**src/sv/mcpq_pkg.sv**
```systemverilog
// ----------------------------------------------------------------------------
// mcpq_pkg
// shared types and default sizes for the multi-class priority queue
// ----------------------------------------------------------------------------
package mcpq_pkg;

    localparam int CAPACITY_DEF      = 64;
    localparam int TICKET_BITS_DEF   = 16;
    localparam int PRIORITY_BITS_DEF = 4;
    localparam int QUEUES_DEF        = 3;

    localparam int KIND_W = 2;
    localparam int QSEL_W = 2;

    typedef enum logic [KIND_W-1:0] {
        KIND_INSERT = 2'd0,
        KIND_REMOVE = 2'd1,
        KIND_CLEAR  = 2'd2
    } kind_t;

    // per-queue command strobes for one apply cycle
    typedef struct packed {
        logic ins;
        logic rem;
        logic clr;
    } chain_ctrl_t;

endpackage

```
**src/sv/mcpq_cell.sv**
```systemverilog
// ----------------------------------------------------------------------------
// mcpq_cell
// one slot of a sorted shift chain: keeps, takes the new entry, or shifts
// ----------------------------------------------------------------------------
module mcpq_cell #(
    parameter int TICKET_BITS   = mcpq_pkg::TICKET_BITS_DEF,
    parameter int PRIORITY_BITS = mcpq_pkg::PRIORITY_BITS_DEF
) (
    input  logic                     clk,
    input  mcpq_pkg::chain_ctrl_t    ctrl,
    input  logic                     occupied,
    input  logic                     ge_prev,
    output logic                     ge_out,
    input  logic [PRIORITY_BITS-1:0] new_prio,
    input  logic [TICKET_BITS-1:0]   new_ticket,
    input  logic [PRIORITY_BITS-1:0] prev_prio,
    input  logic [TICKET_BITS-1:0]   prev_ticket,
    input  logic [PRIORITY_BITS-1:0] nxt_prio,
    input  logic [TICKET_BITS-1:0]   nxt_ticket,
    output logic [PRIORITY_BITS-1:0] prio,
    output logic [TICKET_BITS-1:0]   ticket
);

    logic [PRIORITY_BITS-1:0] prio_reg;
    logic [PRIORITY_BITS-1:0] prio_next;
    logic [TICKET_BITS-1:0]   ticket_reg;
    logic [TICKET_BITS-1:0]   ticket_next;

    // equal priority stays ahead of the newcomer, which keeps arrival order
    assign ge_out = occupied && (prio_reg >= new_prio);

    always_comb
    begin
        prio_next   = prio_reg;
        ticket_next = ticket_reg;
        if (ctrl.ins && !ge_out)
        begin
            if (ge_prev)
            begin
                prio_next   = new_prio;
                ticket_next = new_ticket;
            end
            else
            begin
                prio_next   = prev_prio;
                ticket_next = prev_ticket;
            end
        end
        else if (ctrl.rem)
        begin
            prio_next   = nxt_prio;
            ticket_next = nxt_ticket;
        end
    end

    always_ff @(posedge clk)
    begin
        prio_reg   <= prio_next;
        ticket_reg <= ticket_next;
    end

    assign prio   = prio_reg;
    assign ticket = ticket_reg;

endmodule

```
**src/sv/mcpq_chain.sv**
```systemverilog
// ----------------------------------------------------------------------------
// mcpq_chain
// one priority queue: a row of cells kept sorted, best entry at the head
// ----------------------------------------------------------------------------
module mcpq_chain #(
    parameter int CAPACITY      = mcpq_pkg::CAPACITY_DEF,
    parameter int TICKET_BITS   = mcpq_pkg::TICKET_BITS_DEF,
    parameter int PRIORITY_BITS = mcpq_pkg::PRIORITY_BITS_DEF
) (
    input  logic                     clk,
    input  logic                     rst_n,
    input  mcpq_pkg::chain_ctrl_t    ctrl,
    input  logic [PRIORITY_BITS-1:0] new_prio,
    input  logic [TICKET_BITS-1:0]   new_ticket,
    output logic [TICKET_BITS-1:0]   head_ticket,
    output logic                     empty
);

    localparam int CNT_W = $clog2(CAPACITY + 1);

    logic [CNT_W-1:0]         count_reg;
    logic [CNT_W-1:0]         count_next;
    logic                     full;
    mcpq_pkg::chain_ctrl_t    cell_ctrl;

    logic [PRIORITY_BITS-1:0] prio_q   [CAPACITY];
    logic [TICKET_BITS-1:0]   ticket_q [CAPACITY];
    logic                     ge       [CAPACITY];

    assign full  = (count_reg == CNT_W'(CAPACITY));
    assign empty = (count_reg == '0);

    // inserts into a full queue are dropped, removes from an empty queue are ignored
    always_comb
    begin
        cell_ctrl     = ctrl;
        cell_ctrl.ins = ctrl.ins && !full;
        cell_ctrl.rem = ctrl.rem && !empty;
    end

    always_comb
    begin
        count_next = count_reg;
        if (ctrl.clr)
            count_next = '0;
        else if (cell_ctrl.ins)
            count_next = count_reg + CNT_W'(1);
        else if (cell_ctrl.rem)
            count_next = count_reg - CNT_W'(1);
    end

    always_ff @(posedge clk or negedge rst_n)
    begin
        if (!rst_n)
            count_reg <= '0;
        else
            count_reg <= count_next;
    end

    genvar i;
    generate
        for (i = 0; i < CAPACITY; i++)
        begin : g_cell
            logic                     ge_left;
            logic [PRIORITY_BITS-1:0] left_prio;
            logic [TICKET_BITS-1:0]   left_ticket;
            logic [PRIORITY_BITS-1:0] right_prio;
            logic [TICKET_BITS-1:0]   right_ticket;

            if (i == 0)
            begin : g_first
                assign ge_left     = 1'b1;
                assign left_prio   = new_prio;
                assign left_ticket = new_ticket;
            end
            else
            begin : g_mid
                assign ge_left     = ge[i-1];
                assign left_prio   = prio_q[i-1];
                assign left_ticket = ticket_q[i-1];
            end

            if (i == CAPACITY - 1)
            begin : g_last
                assign right_prio   = '0;
                assign right_ticket = '0;
            end
            else
            begin : g_inner
                assign right_prio   = prio_q[i+1];
                assign right_ticket = ticket_q[i+1];
            end

            mcpq_cell #(
                .TICKET_BITS   (TICKET_BITS),
                .PRIORITY_BITS (PRIORITY_BITS)
            ) u_cell (
                .clk         (clk),
                .ctrl        (cell_ctrl),
                .occupied    (CNT_W'(i) < count_reg),
                .ge_prev     (ge_left),
                .ge_out      (ge[i]),
                .new_prio    (new_prio),
                .new_ticket  (new_ticket),
                .prev_prio   (left_prio),
                .prev_ticket (left_ticket),
                .nxt_prio    (right_prio),
                .nxt_ticket  (right_ticket),
                .prio        (prio_q[i]),
                .ticket      (ticket_q[i])
            );
        end
    endgenerate

    assign head_ticket = ticket_q[0];

endmodule

```
**config.mk**
```make
export PLATFORM = sky130hd
export DESIGN_NAME = mcpq_chain
export DESIGN_NICKNAME = d
export VERILOG_FILES = /design/src/sv/mcpq_pkg.sv /design/src/sv/mcpq_cell.sv /design/src/sv/mcpq_chain.sv
export SDC_FILE = /design/constraint.sdc
export NUM_CORES = 2
export LEC_CHECK = 0
export BUFFER_PORTS_ARGS = -buffer_cell sky130_fd_sc_hd__clkbuf_2
export CAP_MARGIN = 20
export CORE_UTILIZATION = 30
export CTS_CLUSTER_DIAMETER = 120
export DETAILED_ROUTE_END_ITERATION = 8
export PLACE_DENSITY = 0.46
export SETUP_SLACK_MARGIN = 0.4
export SYNTH_ARGS = -nofsm -noshare
export SYNTH_HDL_FRONTEND = slang
export SYNTH_SLANG_ARGS = --single-unit
export TNS_END_PERCENT = 1
```
**constraint.sdc**
```tcl
create_clock -name clk -period 8.3 [get_ports clk]
set_input_delay 1.66 -clock clk [delete_from_list [all_inputs] [get_ports clk]]
set_output_delay 1.66 -clock clk [all_outputs]
set_load 0.03 [all_outputs]
```
---- Word level (Yosys, flattened, before mapping) ----
Cells that the tools add are included.
cells by class
  $add $sub $neg .......................... 2
  magnitude comparators ................... 128
  equal/unequal tests ..................... 1
  mux-type cells .......................... 385
  reductions and logical operators ........ 262
operators with widths
  operator                                           number
  2-to-1 mux 16 bit                                  191
  2-to-1 mux 4 bit                                   191
  >= comparator 4 bit                                64
  < comparator 6 x 7 -> 1 bit, first input constant  32
  logical AND 1 bit                                  130
  nonzero test 2 bit                                 64
  < comparator 5 x 7 -> 1 bit, first input constant  16
  logical NOT 1 bit                                  66
  < comparator 4 x 7 -> 1 bit, first input constant  8
  < comparator 3 x 7 -> 1 bit, first input constant  4
  2-to-1 mux 7 bit                                   3
  < comparator 1 x 7 -> 1 bit, first input constant  2
  < comparator 2 x 7 -> 1 bit, first input constant  2
  adder 7 x 1 -> 7 bit, second input constant        1
  == test 7 bit, second input constant               1
  logical NOT 7 bit                                  1
  subtractor 7 x 1 -> 7 bit, second input constant   1
  nonzero test 3 bit                                 1
word-level totals
  register bits ........................... 1287
  input port bits ......................... 25

---- Longest topological paths before layout ----
  depth in word-level cells ............... 6
  mapped depth ............................ 13

---- Hierarchy ----
From an unflattened synthesis, not the netlist that was laid out.
unflattened totals
  cells, all modules ...................... 5240
  area total of the unflattened synthesis .. 82695.6 um2
by module, submodules not included
  module      instances  cells each  area each (um2)
  mcpq_cell   64         79          1273.7
  mcpq_chain  1          184         1177.4

---- Worst setup path after synthesis ----
No wires, ideal clock.
  path type ............................... input to register
  from .................................... in new_prio[1]
  to ...................................... reg g_cell[1].u_cell.prio_reg[0] (enable)
  arrival time ............................ 6.490 ns
  required time ........................... 7.875 ns
  path slack .............................. 1.385 ns
  stages .................................. 8
  cell sequence ........................... clkbuf_1 > inv_1 > clkbuf_1 > ha_1 > a2111oi_0 > a211oi_2 > buf_2 > o21ai_0
on the way
  longest elaborated chain between the ends .. 5
ends and longest elaborated chain
  what                                 RTL line          RTL
  start: declaration                   mcpq_chain.sv:13  input logic [PRIORITY_BITS-1:0] new_prio,
  >= comparator 4 bit                  mcpq_cell.sv:30   assign ge_out = occupied && (prio_reg >= new_prio);
  logical AND 1 bit                    mcpq_cell.sv:30
  logical NOT 1 bit                    mcpq_cell.sv:36   if (ctrl.ins && !ge_out)
  logical AND 1 bit                    mcpq_cell.sv:36
  nonzero test 2 bit (no source line)  n/a
  end signal: assignment               mcpq_cell.sv:58   prio_reg <= prio_next;
  end: declaration                     mcpq_cell.sv:24   logic [PRIORITY_BITS-1:0] prio_reg;
No other way between the ends.
A chain may end at the register's enable or synchronous reset.

---- Worst setup path after layout ----
  from .................................... in new_prio[1]
  to ...................................... reg g_cell[60].u_cell.ticket_reg[2] (enable)
on the way
  longest elaborated chain between the ends .. 5
ends and longest elaborated chain
  what                                 RTL line         RTL
  >= comparator 4 bit                  mcpq_cell.sv:30
  logical AND 1 bit                    mcpq_cell.sv:30
  logical NOT 1 bit                    mcpq_cell.sv:36
  logical AND 1 bit                    mcpq_cell.sv:36
  nonzero test 2 bit (no source line)  n/a
  end signal: assignment               mcpq_cell.sv:59  ticket_reg <= ticket_next;
  end: declaration                     mcpq_cell.sv:26  logic [TICKET_BITS-1:0] ticket_reg;
No other way between the ends.

==> impl_metrics.toml <==
[cts]
htreeDepth = 4
cts_tree = "done"
cts.repair.resized = 0
clock_latency_ns = 0.84
clock_path_buffers = 3
numCtsBuffers = 155
postCtsHoldBufs = 0
clk_pin_slew_ns = 0.05
cts_setup_buffers = 0
cts.sinks = 1287
clockRootBuffer = "clkbuf_16"

[layout]
fillers = 24155
syn2layout_area_growth_pct = 12.1
post-route-util = 0.339
largest_reg_flops = 1024
finish.instance_area_mm2 = 0.0808
nets = 6724
drive_above_1_share = 0.0823
stdcell_count = 9731

[setup_path]
cpMaxStageDelayCell = "nand2b_1"
slowest_delay_ns = 0.83
crit_start = "new_prio[1]"
crit_family = "buffers and inverters"
required_ns = 8.72
worstSetupPathType = "primary input to flip-flop"
crit_chain = "buf_4 > inv_4 > buf_4 > ha_1 > o211ai_1 > o21ai_0 > o211ai_2 > buf_4 > and2_1 > buf_4 > nand2b_1"
cp.arrival_ns = 5.28
worst_setup_path_start_kind = "primary input"
path_max_fanout = 41
regToRegStartpoint = "count_reg[1]"
critical_path.endpoint_type = "flip-flop"
critPathBufInv = 5
cp_common_cell = "buf_4"
cp_num_cells = 11
r2r_cells = 7

[synth]
syn-num-nets = 6917
syn_inst = 6633
synth.most_common_cell = "edfxtp_1"
yosys.area.top_type_share = 0.533
synthTopCellsByArea = "edfxtp_1, mux2i_1, a21oi_1"
syn_avg_cell_area_um2 = 10.9
ys_async_sr_fraction = 0.00544
synth.distinct_cells = 60
yosysTopAreaCell = "edfxtp_1"
synth-seq-cells = 1287
ys_warn_count = 0
ys.flop_type = "edfxtp_1"
synth_seq_area_share = 0.536
mappedNetlistArea_mm2 = 0.0721
synth_edf_count = 1280
synthTopCellsByCount = "edfxtp_1, a21oi_1, mux2i_1"

[timing]
skew_ns = 0.0353
timing.final.max_slew_violations = 0
period_share = 0.585
period_needed_ns = 4.85
maxSlewHeadroom = 0.252
rsz0062_at_grt = "no"
tightest_slew_ns = 1.12
fmax_mhz = 206
hold_ws_ns = 0.569
hold_viol = 0
setup_viol = 0
setup_tns_ns = 0
setup_ws_ns = 3.45

[floorplanning]
rows = 179
die_w_um = 492
design.core.area_mm2 = 0.238
die_h_um = 492
start_util = 0.302
ioPinCount = 42
die-area_mm2 = 0.242

[min_path]
worstHoldPathType = "flip-flop to flip-flop"
hold_start = "g_cell[19].u_cell.ticket[11]"
worstHoldPathCells = 2

[route]
num_vias = 51074
route.detailed.drc = 2
drt-pass1-iter-count = 7
detail_route.wl_per_cell_um = 24.4
viasPerCell = 5.25
drt-initial-drc-count = 4662
drt-total-wl_mm = 237
final_antenna_net_count = 0

[place]
placed_area_mm2 = 0.0754
dp_cells = 9426
port-buffer-count = 41
dp_hpwl_mm = 160
pre_cts_ws_ns = 2.53
gp_congestion = 0.892

[outcome]
status = "complete, but fails checks"
violations = "design-rule violations"

[global_routing]
grt_usage = 0.192
grt_max_degree = 52
first_global_vias = 51071
grt.overflow.total = 0
antenna_found_initial = 7
grt_first_pass_wirelength_mm = 350

[power]
cellLeakagePower_nw = 34.1
cellPowerDensity_mw_per_mm2 = 329
p_total_mw = 26.6
ir_drop_v = 0.000177

[flow_run]
max-cap-violations = 0
## cells by family (layout without fill, tap and decap cells)
family                   count (synthesis)  after routing  share of synthesized area
multiplexers                          1234           1234                      0.173
other                                    0              4                          0
XOR/XNOR                                 4              4                   0.000486
AND/OR/NAND/NOR                       1603           1603                     0.0895
AO/OA/AOI/OAI                         1578           1578                      0.116
buffers and inverters                  668            595                     0.0408
adder cells (fa/ha/maj)                259            259                     0.0450
flip-flops                            1287           1287                      0.536
## cell type report
class | instances | area [um^2] | area share
sequential | 1287 | 38600 | 0.478
tap | 3167 | 3960 | 0.0490
clock inverter | 70 | 671 | 0.00830
clock buffer | 207 | 4140 | 0.0512
multi-input combinational | 4678 | 30800 | 0.382
antenna | 4 | 10.0 | 0.000124
timing repair buffer | 224 | 2210 | 0.0274
inverter | 94 | 360 | 0.00446
## placed cells by master (no fill, tap or decap), types with 102 or more instances in the layout
master     instances
edfxtp_1        1280
a21oi_1         1218
mux2i_1         1214
nor2_1          1183
ha_1             259
nand2_1          242
o21ai_0          204
buf_4            168
clkbuf_16        158
nand2b_1         102
## per-layer routing
layer | global-route usage | up-vias | part of all wire
met5 | 0 | - | 0.000055
met4 | 0.0552 | 2 | 0.027
met3 | 0.0255 | 349 | 0.048
met2 | 0.303 | 1352 | 0.46
met1 | 0.272 | 25664 | 0.47
li1 | - | 23707 | -
## worst min-delay path: cells and delay by family, from the launching register on
kind               cells  cell delay, ns
AOI/OAI and AO/OA      1            0.06
DFF                    1            0.34
and+or+nand+nor        1            0.05
## path summary, 6_finish.rpt
| kind | endpoint | slack [ns] |
|---|---|---|
| worst max-delay path | g_cell[60].u_cell.ticket[2] | 3.45 |
| worst min-delay path | g_cell[18].u_cell.ticket[11] | 0.57 |
| worst max register to register | g_cell[15].u_cell.prio[2] | 3.70 |
| worst min register to register | g_cell[18].u_cell.ticket[11] | 0.57 |
| max in group asynchronous | count_reg[0] | 7.47 |
| min in group asynchronous | count_reg[3] | 0.66 |
## power by group
part	total [mW]	internal (mW)	switching, mW
registers	12.7	10.5	2.16
clock network	6.64	3.79	2.86
logic	7.26	2.79	4.48
total	26.6	17.1	9.50
Power figures use the tool's default switching activity.
